### src/sv/rau_pkg.sv
package rau_pkg;

   // Command codes.
   localparam logic [2:0] CMD_REDUCE = 3'd0;
   localparam logic [2:0] CMD_ADD    = 3'd1;
   localparam logic [2:0] CMD_SUB    = 3'd2;
   localparam logic [2:0] CMD_MUL    = 3'd3;
   localparam logic [2:0] CMD_DIV    = 3'd4;
   localparam logic [2:0] CMD_EQ     = 3'd5;
   localparam logic [2:0] CMD_LT     = 3'd6;

   // Status codes.
   localparam logic [1:0] STATUS_OK       = 2'd0;
   localparam logic [1:0] STATUS_ZERO_DEN = 2'd1;
   localparam logic [1:0] STATUS_OVERFLOW = 2'd2;

   // What the back end has to do with a queued item.
   typedef enum logic [1:0] {
      KIND_ARITH,
      KIND_EQ,
      KIND_LT,
      KIND_CONST
   } kind_type;

   // Control word that travels with the operands through the queue.
   typedef struct packed {
      kind_type   kind;
      logic       neg0;
      logic       neg1;
      logic       neg2;
      logic       use1;
      logic [1:0] status;
   } ctl_type;

endpackage

### src/sv/rau_queue.sv
module rau_queue #(
   parameter int WIDTH = 8,
   parameter int DEPTH = 2
) (
   input  logic             clock,
   input  logic             reset,
   input  logic             push,
   input  logic [WIDTH-1:0] push_data,
   output logic             full,
   input  logic             pop,
   output logic [WIDTH-1:0] head_data,
   output logic             empty
);

   localparam int AW = (DEPTH > 1) ? $clog2(DEPTH) : 1;
   localparam int CNTW = $clog2(DEPTH + 1);

   logic [WIDTH-1:0] slot_ff [DEPTH];
   logic [AW-1:0]    wr_ptr_ff, wr_ptr_in;
   logic [AW-1:0]    rd_ptr_ff, rd_ptr_in;
   logic [CNTW-1:0]  count_ff, count_in;
   logic             do_push, do_pop;

   assign full      = (count_ff == CNTW'(DEPTH));
   assign empty     = (count_ff == '0);
   assign head_data = slot_ff[rd_ptr_ff];
   assign do_push   = push && !full;
   assign do_pop    = pop && !empty;

   // Pointer and fill count update.
   always_comb begin
      wr_ptr_in = wr_ptr_ff;
      rd_ptr_in = rd_ptr_ff;
      count_in  = count_ff;
      if (do_push) begin
         wr_ptr_in = (wr_ptr_ff == AW'(DEPTH - 1)) ? '0 : wr_ptr_ff + 1'b1;
      end
      if (do_pop) begin
         rd_ptr_in = (rd_ptr_ff == AW'(DEPTH - 1)) ? '0 : rd_ptr_ff + 1'b1;
      end
      if (do_push && !do_pop) begin
         count_in = count_ff + 1'b1;
      end else if (do_pop && !do_push) begin
         count_in = count_ff - 1'b1;
      end
   end

   always_ff @(posedge clock) begin
      if (reset) begin
         wr_ptr_ff <= '0;
         rd_ptr_ff <= '0;
         count_ff  <= '0;
      end else begin
         wr_ptr_ff <= wr_ptr_in;
         rd_ptr_ff <= rd_ptr_in;
         count_ff  <= count_in;
      end
   end

   // Storage needs no reset.
   always_ff @(posedge clock) begin
      if (do_push) begin
         slot_ff[wr_ptr_ff] <= push_data;
      end
   end

endmodule

### src/sv/rau_front.sv
module rau_front import rau_pkg::*; #(
   parameter int W = 32
) (
   input  logic                 [2:0]   command,
   input  logic signed          [W-1:0] a_num,
   input  logic signed          [W-1:0] a_den,
   input  logic signed          [W-1:0] b_num,
   input  logic                 [W-2:0] b_den,
   output logic [$bits(ctl_type)+6*W-1:0] entry
);

   ctl_type    ctl;
   logic [W-1:0] an, ad, bn, bd, one;
   logic         an_n, ad_n, bn_n;
   logic [W-1:0] x0, y0, x1, y1, x2, y2;

   // Sign and magnitude of each operand; the most negative value maps onto itself.
   assign an_n = a_num[W-1];
   assign ad_n = a_den[W-1];
   assign bn_n = b_num[W-1];
   assign an   = an_n ? W'(-a_num) : W'(a_num);
   assign ad   = ad_n ? W'(-a_den) : W'(a_den);
   assign bn   = bn_n ? W'(-b_num) : W'(b_num);
   assign bd   = {1'b0, b_den};
   assign one  = W'(1);

   // Pick the three cross products and their signs, and flag zero denominators.
   always_comb begin
      ctl.kind   = KIND_ARITH;
      ctl.neg0   = 1'b0;
      ctl.neg1   = 1'b0;
      ctl.neg2   = 1'b0;
      ctl.use1   = 1'b0;
      ctl.status = STATUS_OK;
      x0 = '0; y0 = '0; x1 = '0; y1 = '0; x2 = '0; y2 = '0;
      case (command)
         CMD_REDUCE: begin
            x0 = an; y0 = one; ctl.neg0 = an_n;
            x2 = ad; y2 = one; ctl.neg2 = ad_n;
            if (ad == '0) begin
               ctl.kind = KIND_CONST; ctl.status = STATUS_ZERO_DEN;
            end
         end
         CMD_ADD, CMD_SUB: begin
            x0 = an; y0 = bd; ctl.neg0 = an_n;
            x1 = bn; y1 = ad; ctl.neg1 = bn_n ^ ad_n ^ (command == CMD_SUB);
            x2 = ad; y2 = bd; ctl.neg2 = ad_n;
            ctl.use1 = 1'b1;
            if (ad == '0 || bd == '0) begin
               ctl.kind = KIND_CONST; ctl.status = STATUS_ZERO_DEN;
            end
         end
         CMD_MUL: begin
            x0 = an; y0 = bn; ctl.neg0 = an_n ^ bn_n;
            x2 = ad; y2 = bd; ctl.neg2 = ad_n;
            if (ad == '0 || bd == '0) begin
               ctl.kind = KIND_CONST; ctl.status = STATUS_ZERO_DEN;
            end
         end
         CMD_DIV: begin
            x0 = an; y0 = bd; ctl.neg0 = an_n;
            x2 = ad; y2 = bn; ctl.neg2 = ad_n ^ bn_n;
            if (ad == '0 || bn == '0) begin
               ctl.kind = KIND_CONST; ctl.status = STATUS_ZERO_DEN;
            end
         end
         CMD_EQ, CMD_LT: begin
            ctl.kind = (command == CMD_EQ) ? KIND_EQ : KIND_LT;
            x0 = an; y0 = bd; ctl.neg0 = an_n ^ ad_n;
            x1 = bn; y1 = ad; ctl.neg1 = bn_n;
            ctl.use1 = 1'b1;
            if (ad == '0 || bd == '0) begin
               ctl.kind = KIND_CONST; ctl.status = STATUS_ZERO_DEN;
            end
         end
         default: begin
            ctl.kind = KIND_CONST;
         end
      endcase
   end

   assign entry = {ctl, x0, y0, x1, y1, x2, y2};

endmodule

### src/sv/rau_mul.sv
module rau_mul #(
   parameter int W = 32
) (
   input  logic           clock,
   input  logic           load,
   input  logic           step,
   input  logic [W-1:0]   x,
   input  logic [W-1:0]   y,
   output logic [2*W-1:0] product
);

   logic [2*W-1:0] mcand_ff, acc_ff;
   logic [W-1:0]   mplier_ff;

   assign product = acc_ff;

   // Shift-and-add: one multiplier bit per step, W steps per product.
   always_ff @(posedge clock) begin
      if (load) begin
         mcand_ff  <= {{W{1'b0}}, x};
         mplier_ff <= y;
         acc_ff    <= '0;
      end else if (step) begin
         if (mplier_ff[0]) begin
            acc_ff <= acc_ff + mcand_ff;
         end
         mcand_ff  <= {mcand_ff[2*W-2:0], 1'b0};
         mplier_ff <= {1'b0, mplier_ff[W-1:1]};
      end
   end

endmodule

### src/sv/rau_back.sv
module rau_back import rau_pkg::*; #(
   parameter int W = 32
) (
   input  logic                           clock,
   input  logic                           reset,
   input  logic                           q_empty,
   input  logic [$bits(ctl_type)+6*W-1:0] q_entry,
   output logic                           q_pop,
   output logic                           rsp_empty,
   input  logic                           rsp_pop,
   output logic signed [W-1:0]            rsp_res_num,
   output logic        [W-2:0]            rsp_res_den,
   output logic                           rsp_compare_true,
   output logic        [1:0]              rsp_status
);

   localparam int MW = 2 * W;
   localparam int CW = $clog2(MW + 1);

   typedef enum logic [3:0] {
      S_IDLE, S_MUL, S_SUM, S_GEVEN, S_GODD, S_GLOOP, S_GSCALE, S_DIV, S_CHECK, S_OUT
   } state_type;

   state_type       state_ff, state_in;
   ctl_type         ctl_ff, ctl_in, q_ctl;
   logic [CW-1:0]   cnt_ff, cnt_in, k_ff, k_in;
   logic            neg_ff, neg_in;
   logic [MW-1:0]   nm_ff, nm_in, dm_ff, dm_in;
   logic [MW-1:0]   ga_ff, ga_in, gb_ff, gb_in;
   logic [MW-1:0]   qn_ff, qn_in, qd_ff, qd_in, rn_ff, rn_in, rd_ff, rd_in;
   logic [W-1:0]    snum_ff, snum_in;
   logic [W-2:0]    sden_ff, sden_in;
   logic            scmp_ff, scmp_in;
   logic [1:0]      sst_ff, sst_in;
   logic            ovalid_ff, ovalid_in;
   logic [W-1:0]    onum_ff, onum_in;
   logic [W-2:0]    oden_ff, oden_in;
   logic            ocmp_ff, ocmp_in;
   logic [1:0]      ost_ff, ost_in;

   logic [W-1:0]    x0, y0, x1, y1, x2, y2;
   logic [MW-1:0]   p0, p1, p2, p1e;
   logic            mul_load, mul_step, wr;
   logic            s0neg, s1neg;
   logic [MW:0]     sdiff, gdiff, rn_try, rd_try;
   logic [MW-1:0]   rn_sh, rd_sh;
   logic            ovf;
   logic [W-1:0]    lim;

   assign {q_ctl, x0, y0, x1, y1, x2, y2} = q_entry;

   // Three multipliers run in lockstep on the queued cross products.
   assign mul_load = (state_ff == S_IDLE) && !q_empty;
   assign mul_step = (state_ff == S_MUL);

   rau_mul #(.W(W)) u_mul0 (.clock, .load(mul_load), .step(mul_step),
                            .x(x0), .y(y0), .product(p0));
   rau_mul #(.W(W)) u_mul1 (.clock, .load(mul_load), .step(mul_step),
                            .x(x1), .y(y1), .product(p1));
   rau_mul #(.W(W)) u_mul2 (.clock, .load(mul_load), .step(mul_step),
                            .x(x2), .y(y2), .product(p2));

   // Signed sum of the first two products, and the gcd subtraction.
   assign s0neg = ctl_ff.neg0 && (p0 != '0);
   assign s1neg = ctl_ff.neg1 && (p1 != '0);
   assign p1e   = ctl_ff.use1 ? p1 : '0;
   assign sdiff = {1'b0, p0} - {1'b0, p1e};
   assign gdiff = {1'b0, gb_ff} - {1'b0, ga_ff};

   // One restoring division step for numerator and denominator at once.
   assign rn_sh  = {rn_ff[MW-2:0], qn_ff[MW-1]};
   assign rd_sh  = {rd_ff[MW-2:0], qd_ff[MW-1]};
   assign rn_try = {rn_ff[MW-1], rn_sh} - {1'b0, ga_ff};
   assign rd_try = {rd_ff[MW-1], rd_sh} - {1'b0, ga_ff};

   // Range check of the reduced fraction.
   assign lim = neg_ff ? {1'b1, {(W-1){1'b0}}} : {1'b0, {(W-1){1'b1}}};
   assign ovf = (qn_ff[MW-1:W] != '0) || (qd_ff[MW-1:W-1] != '0) || (qn_ff[W-1:0] > lim);

   assign wr = (state_ff == S_OUT) && (!ovalid_ff || rsp_pop);
   assign q_pop = mul_load;

   // Sequencer.
   always_comb begin
      state_in = state_ff;
      ctl_in = ctl_ff; cnt_in = cnt_ff; k_in = k_ff; neg_in = neg_ff;
      nm_in = nm_ff; dm_in = dm_ff; ga_in = ga_ff; gb_in = gb_ff;
      qn_in = qn_ff; qd_in = qd_ff; rn_in = rn_ff; rd_in = rd_ff;
      snum_in = snum_ff; sden_in = sden_ff; scmp_in = scmp_ff; sst_in = sst_ff;
      case (state_ff)
         S_IDLE: begin
            if (!q_empty) begin
               ctl_in = q_ctl;
               cnt_in = '0;
               snum_in = '0; sden_in = (W-1)'(1); scmp_in = 1'b0; sst_in = q_ctl.status;
               state_in = (q_ctl.kind == KIND_CONST) ? S_OUT : S_MUL;
            end
         end
         S_MUL: begin
            cnt_in = cnt_ff + 1'b1;
            if (cnt_ff == CW'(W - 1)) begin
               state_in = S_SUM;
            end
         end
         S_SUM: begin
            snum_in = '0; sden_in = (W-1)'(1); scmp_in = 1'b0; sst_in = STATUS_OK;
            case (ctl_ff.kind)
               KIND_EQ: begin
                  scmp_in = (s0neg == s1neg) && (p0 == p1);
                  state_in = S_OUT;
               end
               KIND_LT: begin
                  if (s0neg != s1neg) begin
                     scmp_in = s0neg;
                  end else begin
                     scmp_in = s0neg ? (p0 > p1) : (p0 < p1);
                  end
                  state_in = S_OUT;
               end
               default: begin
                  if (s0neg == s1neg) begin
                     nm_in = p0 + p1e; neg_in = s0neg;
                  end else if (!sdiff[MW]) begin
                     nm_in = sdiff[MW-1:0]; neg_in = s0neg;
                  end else begin
                     nm_in = p1e - p0; neg_in = s1neg;
                  end
                  neg_in = neg_in ^ ctl_ff.neg2;
                  dm_in = p2;
                  ga_in = nm_in; gb_in = p2; k_in = '0;
                  state_in = (nm_in == '0) ? S_OUT : S_GEVEN;
               end
            endcase
         end
         S_GEVEN: begin
            if (!ga_ff[0] && !gb_ff[0]) begin
               ga_in = ga_ff >> 1; gb_in = gb_ff >> 1; k_in = k_ff + 1'b1;
            end else begin
               state_in = S_GODD;
            end
         end
         S_GODD: begin
            if (!ga_ff[0]) begin
               ga_in = ga_ff >> 1;
            end else begin
               state_in = S_GLOOP;
            end
         end
         S_GLOOP: begin
            if (gb_ff == '0) begin
               state_in = S_GSCALE;
            end else if (!gb_ff[0]) begin
               gb_in = gb_ff >> 1;
            end else if (gdiff[MW]) begin
               ga_in = gb_ff; gb_in = ga_ff - gb_ff;
            end else begin
               gb_in = gdiff[MW-1:0];
            end
         end
         S_GSCALE: begin
            if (k_ff == '0) begin
               qn_in = nm_ff; qd_in = dm_ff; rn_in = '0; rd_in = '0; cnt_in = '0;
               state_in = S_DIV;
            end else begin
               ga_in = ga_ff << 1; k_in = k_ff - 1'b1;
            end
         end
         S_DIV: begin
            if (!rn_try[MW]) begin
               rn_in = rn_try[MW-1:0]; qn_in = {qn_ff[MW-2:0], 1'b1};
            end else begin
               rn_in = rn_sh; qn_in = {qn_ff[MW-2:0], 1'b0};
            end
            if (!rd_try[MW]) begin
               rd_in = rd_try[MW-1:0]; qd_in = {qd_ff[MW-2:0], 1'b1};
            end else begin
               rd_in = rd_sh; qd_in = {qd_ff[MW-2:0], 1'b0};
            end
            cnt_in = cnt_ff + 1'b1;
            if (cnt_ff == CW'(MW - 1)) begin
               state_in = S_CHECK;
            end
         end
         S_CHECK: begin
            if (ovf) begin
               snum_in = '0; sden_in = (W-1)'(1); sst_in = STATUS_OVERFLOW;
            end else begin
               snum_in = neg_ff ? W'(-qn_ff[W-1:0]) : qn_ff[W-1:0];
               sden_in = qd_ff[W-2:0];
               sst_in  = STATUS_OK;
            end
            state_in = S_OUT;
         end
         S_OUT: begin
            if (wr) begin
               state_in = S_IDLE;
            end
         end
         default: begin
            state_in = S_IDLE;
         end
      endcase
   end

   // Output register: holds one result while the next item is being worked.
   always_comb begin
      ovalid_in = ovalid_ff && !rsp_pop;
      onum_in = onum_ff; oden_in = oden_ff; ocmp_in = ocmp_ff; ost_in = ost_ff;
      if (wr) begin
         ovalid_in = 1'b1;
         onum_in = snum_ff; oden_in = sden_ff; ocmp_in = scmp_ff; ost_in = sst_ff;
      end
   end

   always_ff @(posedge clock) begin
      if (reset) begin
         state_ff  <= S_IDLE;
         ovalid_ff <= 1'b0;
      end else begin
         state_ff  <= state_in;
         ovalid_ff <= ovalid_in;
      end
      ctl_ff <= ctl_in; cnt_ff <= cnt_in; k_ff <= k_in; neg_ff <= neg_in;
      nm_ff <= nm_in; dm_ff <= dm_in; ga_ff <= ga_in; gb_ff <= gb_in;
      qn_ff <= qn_in; qd_ff <= qd_in; rn_ff <= rn_in; rd_ff <= rd_in;
      snum_ff <= snum_in; sden_ff <= sden_in; scmp_ff <= scmp_in; sst_ff <= sst_in;
      onum_ff <= onum_in; oden_ff <= oden_in; ocmp_ff <= ocmp_in; ost_ff <= ost_in;
   end

   assign rsp_empty        = !ovalid_ff;
   assign rsp_res_num      = onum_ff;
   assign rsp_res_den      = oden_ff;
   assign rsp_compare_true = ocmp_ff;
   assign rsp_status       = ost_ff;

   // The gcd is never zero while it divides.
   a_gcd_nonzero: assert property (@(posedge clock) disable iff (reset)
      (state_ff == S_DIV) |-> (ga_ff != '0))
      else $error("gcd is zero during division");

   // An error result always reads as zero over one.
   a_error_result: assert property (@(posedge clock) disable iff (reset)
      (wr && sst_ff != STATUS_OK) |-> (snum_ff == '0 && sden_ff == (W-1)'(1) && !scmp_ff))
      else $error("error result is not 0/1");

   // A queued item is taken only when the previous result has left the sequencer.
   a_pop_idle: assert property (@(posedge clock) disable iff (reset)
      q_pop |=> (state_ff == S_MUL || state_ff == S_OUT))
      else $error("item taken outside idle");

endmodule

### src/sv/rational_arith_unit.sv
// Exact fraction arithmetic: each item reduces a, forms a+b, a-b, a*b or a/b and reduces it,
// or compares a and b by value. Items are queued two deep behind the input and worked one at
// a time by a sequencer: the three shift-add cross products, then the sum, a data-dependent
// binary gcd (one shift or subtract per cycle), restoring division of numerator and
// denominator by the gcd, then a range check. Compares are decided at the sum; zero-denominator
// and unknown commands go straight to the output. A finished result waits in an output
// register while the next item starts.
module rational_arith_unit import rau_pkg::*; #(
   parameter int WORD_BITS = 32
) (
   input  logic                        clock,
   input  logic                        reset,
   input  logic                        req_push,
   output logic                        req_full,
   input  logic        [2:0]           req_command,
   input  logic signed [WORD_BITS-1:0] req_a_num,
   input  logic signed [WORD_BITS-1:0] req_a_den,
   input  logic signed [WORD_BITS-1:0] req_b_num,
   input  logic        [WORD_BITS-2:0] req_b_den,
   output logic                        rsp_empty,
   input  logic                        rsp_pop,
   output logic signed [WORD_BITS-1:0] rsp_res_num,
   output logic        [WORD_BITS-2:0] rsp_res_den,
   output logic                        rsp_compare_true,
   output logic        [1:0]           rsp_status
);

   localparam int EW = $bits(ctl_type) + 6 * WORD_BITS;
   localparam int QDEPTH = 2;

   logic [EW-1:0] f_entry, q_entry;
   logic          q_empty, q_pop;

   rau_front #(.W(WORD_BITS)) u_front (
      .command(req_command), .a_num(req_a_num), .a_den(req_a_den),
      .b_num(req_b_num), .b_den(req_b_den), .entry(f_entry)
   );

   rau_queue #(.WIDTH(EW), .DEPTH(QDEPTH)) u_queue (
      .clock, .reset, .push(req_push), .push_data(f_entry), .full(req_full),
      .pop(q_pop), .head_data(q_entry), .empty(q_empty)
   );

   rau_back #(.W(WORD_BITS)) u_back (
      .clock, .reset, .q_empty, .q_entry, .q_pop,
      .rsp_empty, .rsp_pop, .rsp_res_num, .rsp_res_den, .rsp_compare_true, .rsp_status
   );

endmodule

### config.mk
export PLATFORM = sky130hd
export DESIGN_NAME = rational_arith_unit
export DESIGN_NICKNAME = d
export VERILOG_FILES = /design/src/sv/rau_pkg.sv /design/src/sv/rau_queue.sv /design/src/sv/rau_front.sv /design/src/sv/rau_mul.sv /design/src/sv/rau_back.sv /design/src/sv/rational_arith_unit.sv
export SDC_FILE = /design/constraint.sdc
export NUM_CORES = 2
export LEC_CHECK = 0
export BUFFER_PORTS_ARGS = -buffer_cell sky130_fd_sc_hd__buf_2
export CAP_MARGIN = 5
export CORE_MARGIN = 1.5
export CORE_UTILIZATION = 50
export CTS_CLUSTER_SIZE = 28
export DETAILED_ROUTE_END_ITERATION = 10
export GPL_TIMING_DRIVEN = 0
export PLACE_DENSITY = 0.79
export SLEW_MARGIN = 20
export SYNTH_ARGS = -nofsm -noshare
export SYNTH_HDL_FRONTEND = slang
export SYNTH_SLANG_ARGS = --single-unit
export TNS_END_PERCENT = 1
### constraint.sdc
create_clock -name clock -period 11.25 [get_ports clock]
set_clock_uncertainty 0.1 [all_clocks]
set_input_delay 2.25 -clock clock [delete_from_list [all_inputs] [get_ports clock]]
set_output_delay 2.25 -clock clock [all_outputs]
set_load 0.01 [all_outputs]
==> results.tsv <==
metric	value	unit
combPwrFrac	59.3	%
io_buffers	197	
synth_area_leader_cell	edfxtp_1	
synth_cell_types	117	
wl_per_cell	25.7	um
place_hpwl	281	mm
worst-slew-pin-transition	1.24	ns
num-nets-final	12100	
cts_buffer_depth	3	
grt_first_pass_wirelength	532	mm
grt_start_max_net_pins	57	
syn_area_per_cell	9.42	um2
cts_buffers	165	
rows	165	
reg2reg_to	u_back.state_ff[1]	
p_sw	0.0194	W
die_area	0.205	mm2
synth-compound-area-share	19.9	%
viasPerCell	6.35	
h-tree-depth	4	
cts_setup_buffers	0	
grt_usage	34.2	%
timing.final.crit_share	70.9	%
layout_setup_ws	3.28	ns
path_class	reg -> reg	
hold_path_depth	2	
max-cap-violations	0	
antenna_left	0	
ys_ff_latch	1553	
cts_hold_buf	0	
vias	88900	
antenna_found_initial	21	
initial_core_util	50.2	%
swShare	50.7	%
drive_above_1_share	7.81	%
p_per_area	339	mW/mm2
syn_nets	11600	
final_common_cell	nand2_1	
synth_top_family_by_area	compound AO/OA/AOI/OAI gates	
synthMuxAreaShare	4.47	%
yosysWarnings	0	
routed_wl	360	mm
reg2reg_from	u_back.ctl_ff[2]	
synth_fa_ha_area_share	9.38	%
fmax	125	MHz
cellLeakagePower	45.3	nW
grt-ovfl-total	0	
gp_congestion	1.05	
post_cts_resized	0	
synthCells	10800	
dp_slack	3.79	ns
p_int	0.0188	W
drc	0	
yosys.area_share.simple	14.2	%
power_frac_seq	25.4	%
cts.sinks	1553	
syn2layout_area_growth	11.3	%
holdCritStartpoint	u_back.u_mul0.mcand_ff[61]	
min_period	7.97	ns
seq_area_frac_synth	43.1	%
hold_end	u_back.u_mul0.mcand_ff[62]	
yosys.area.top_type_share	37.2	%
worst-endpoint-required	11.78	ns
ys_async_sr_fraction	0	%
outcome	complete, no violations	
critical_path_peak_fanout	10	
pin_count	202	
syn_area	0.101	mm2
synth_xor_area_share	4.66	%
core-area	0.202	mm2
worstSetupStartpointType	flip-flop	
cp_data_arrival_time	8.50	ns
timing.final.max_slew_violations	0	
slew_headroom	16.7	%
ctsRootBufferMaster	clkbuf_16	
die_y	453	um
final_area	0.113	mm2
rr_worst_depth	18	
layout_common_cells	nand2_1, edfxtp_1, a21oi_1	
synth_area_leaders	edfxtp_1, ha_1, dfxtp_1	
fin_util	55.9	%
finalHoldViolCount	0	
synth_ff_type	edfxtp_1	
die_w	453	um
rsz0062_at_grt	false	
grt_pass1_vias	85500	
tritoncts	yes	
setup_violations	0	
drtIter0Drc	10600	
drt_first_pass_iters	8	
min-delay-path-class	reg -> reg	
end_kind	flip-flop	
cts.clk_slew.worst_paths	0.06	ns
p_clk_share	15.3	%
vdd_drop_max	0.313	mV
dpl_cell_area	0.107	mm2
synth_edf_count	1255	
ff2ff_setup_slack	3.28	ns
clk_latency	0.88	ns
## stage by stage
| step | hold WS, ns | instances | power (W) | setup TNS, ns |
|---|---|---|---|---|
| CTS | 0.317 | 14000 | 0.0372 | 0 |
| global placement | 0.304 | 13600 | 0.0306 | -1700.87 |
| finish | 0.307 | 14000 | 0.0383 | 0 |
| global route | 0.322 | 14000 | 0.0397 | 0 |
| floorplan | 0.300 | 10800 | 0.0227 | -39.44 |
| detailed placement | 0.305 | 13700 | 0.0313 | 0 |
## layer usage
metal | vias up | track usage, % | wire, um
met2 | 4658 | 54.1 | 161000
met1 | 42800 | 42.5 | 138000
met4 | 8 | 23.5 | 28800
met5 | - | 0 | 46
li1 | 40300 | - | -
met3 | 1128 | 6.45 | 32300
## power by group through the flow
stage,combinational [W],sequential (W),clock (W)
final,0.0227,0.00974,0.00584
after global routing,0.0238,0.00976,0.00608
after CTS,0.0217,0.00965,0.00587
after detailed placement,0.0215,0.00976,0
after global placement,0.0205,0.0101,0
after floorplan,0.0135,0.00927,0
## cell usage after synthesis, types with 90 or more instances
master,number
xnor2_1,286
nor2b_1,93
xor2_1,247
nand4_1,160
nor3_1,122
nor4_1,121
nand2_1,1358
o21ai_0,796
mux2i_1,294
nand2b_1,90
ha_1,742
nand3_1,140
edfxtp_1,1255
mux2_2,135
a21oi_1,1092
clkbuf_1,415
a21o_1,355
and3_1,91
nor2_1,751
dfxtp_1,298
o21bai_1,111
inv_1,559
## worst max-delay path, stage by stage, from the launching register on
cell and delay (ns):
edfxtp_1 0.51, buf_2 0.36, clkbuf_1 0.33, clkbuf_1 0.59
nand2_1 0.24, fa_1 0.47, o21bai_1 0.32, a2111oi_2 0.19
nor4_1 0.28, a211oi_1 0.17, a21oi_1 0.57, a31oi_1 0.37
o21ai_0 0.86, a221oi_1 0.26, xnor2_1 0.94, nand4_1 0.16
or3_1 0.39, nor4_2 0.47, a311oi_1 0.16
## area by class of cell
cell class | count | area [um2]
Sequential cell | 1553 | 43700
Antenna cell | 18 | 45.0
Timing Repair Buffer | 252 | 1950
Multi-Input combinational cell | 8113 | 53600
Inverter | 560 | 2100
Buffer | 530 | 2220
Fill cell | 17400 | 89000
Tap cell | 2672 | 3340
Clock inverter | 105 | 1480
Clock buffer | 199 | 4340
## cells by family (layout without fill, tap and decap cells)
logic type | count (synthesis) | after routing
fa+ha+maj | 753 | 753
other cells | 0 | 18
buf+inv | 1090 | 1646
xor+xnor | 536 | 536
mux | 434 | 434
flops | 1553 | 1553
simple gates | 3154 | 3154
compound gates | 3236 | 3236
## sequential cells by signal, indices dropped and copies added, names as in the netlist, 32 cells and up, named ones only
name                     flops
u_back.u_mul2.product       64
u_back.rd_ff                64
u_back.rsp_res_num          32
u_back.u_mul2.mplier_ff     32
u_queue.slot_ff            398
u_back.gb_ff                64
u_back.ga_ff                64
u_back.qn_ff                64
u_back.rn_ff                64
u_back.u_mul1.product       64
u_back.nm_ff                64
u_back.qd_ff                64
u_back.u_mul0.product       64
u_back.snum_ff              32
u_back.u_mul1.mcand_ff      64
u_back.dm_ff                64
u_back.u_mul2.mcand_ff      64
u_back.u_mul0.mcand_ff      64
u_back.u_mul0.mplier_ff     32
u_back.u_mul1.mplier_ff     32
## worst max-delay path by stage
stage,startpoint,endpoint,cells past startpoint
3_5_place_dp,u_back.ctl_ff[2],u_back.state_ff[1],18
4_1_cts,u_back.ctl_ff[2],u_back.state_ff[1],21
5_1_grt,u_back.ctl_ff[2],u_back.state_ff[1],21
3_3_place_gp,req_push,u_queue.slot_ff[0][182],3
2_1_floorplan,req_push,u_queue.slot_ff[0][0],2
6_report,u_back.ctl_ff[2],u_back.state_ff[1],18
(Power assumes the default switching activity.)
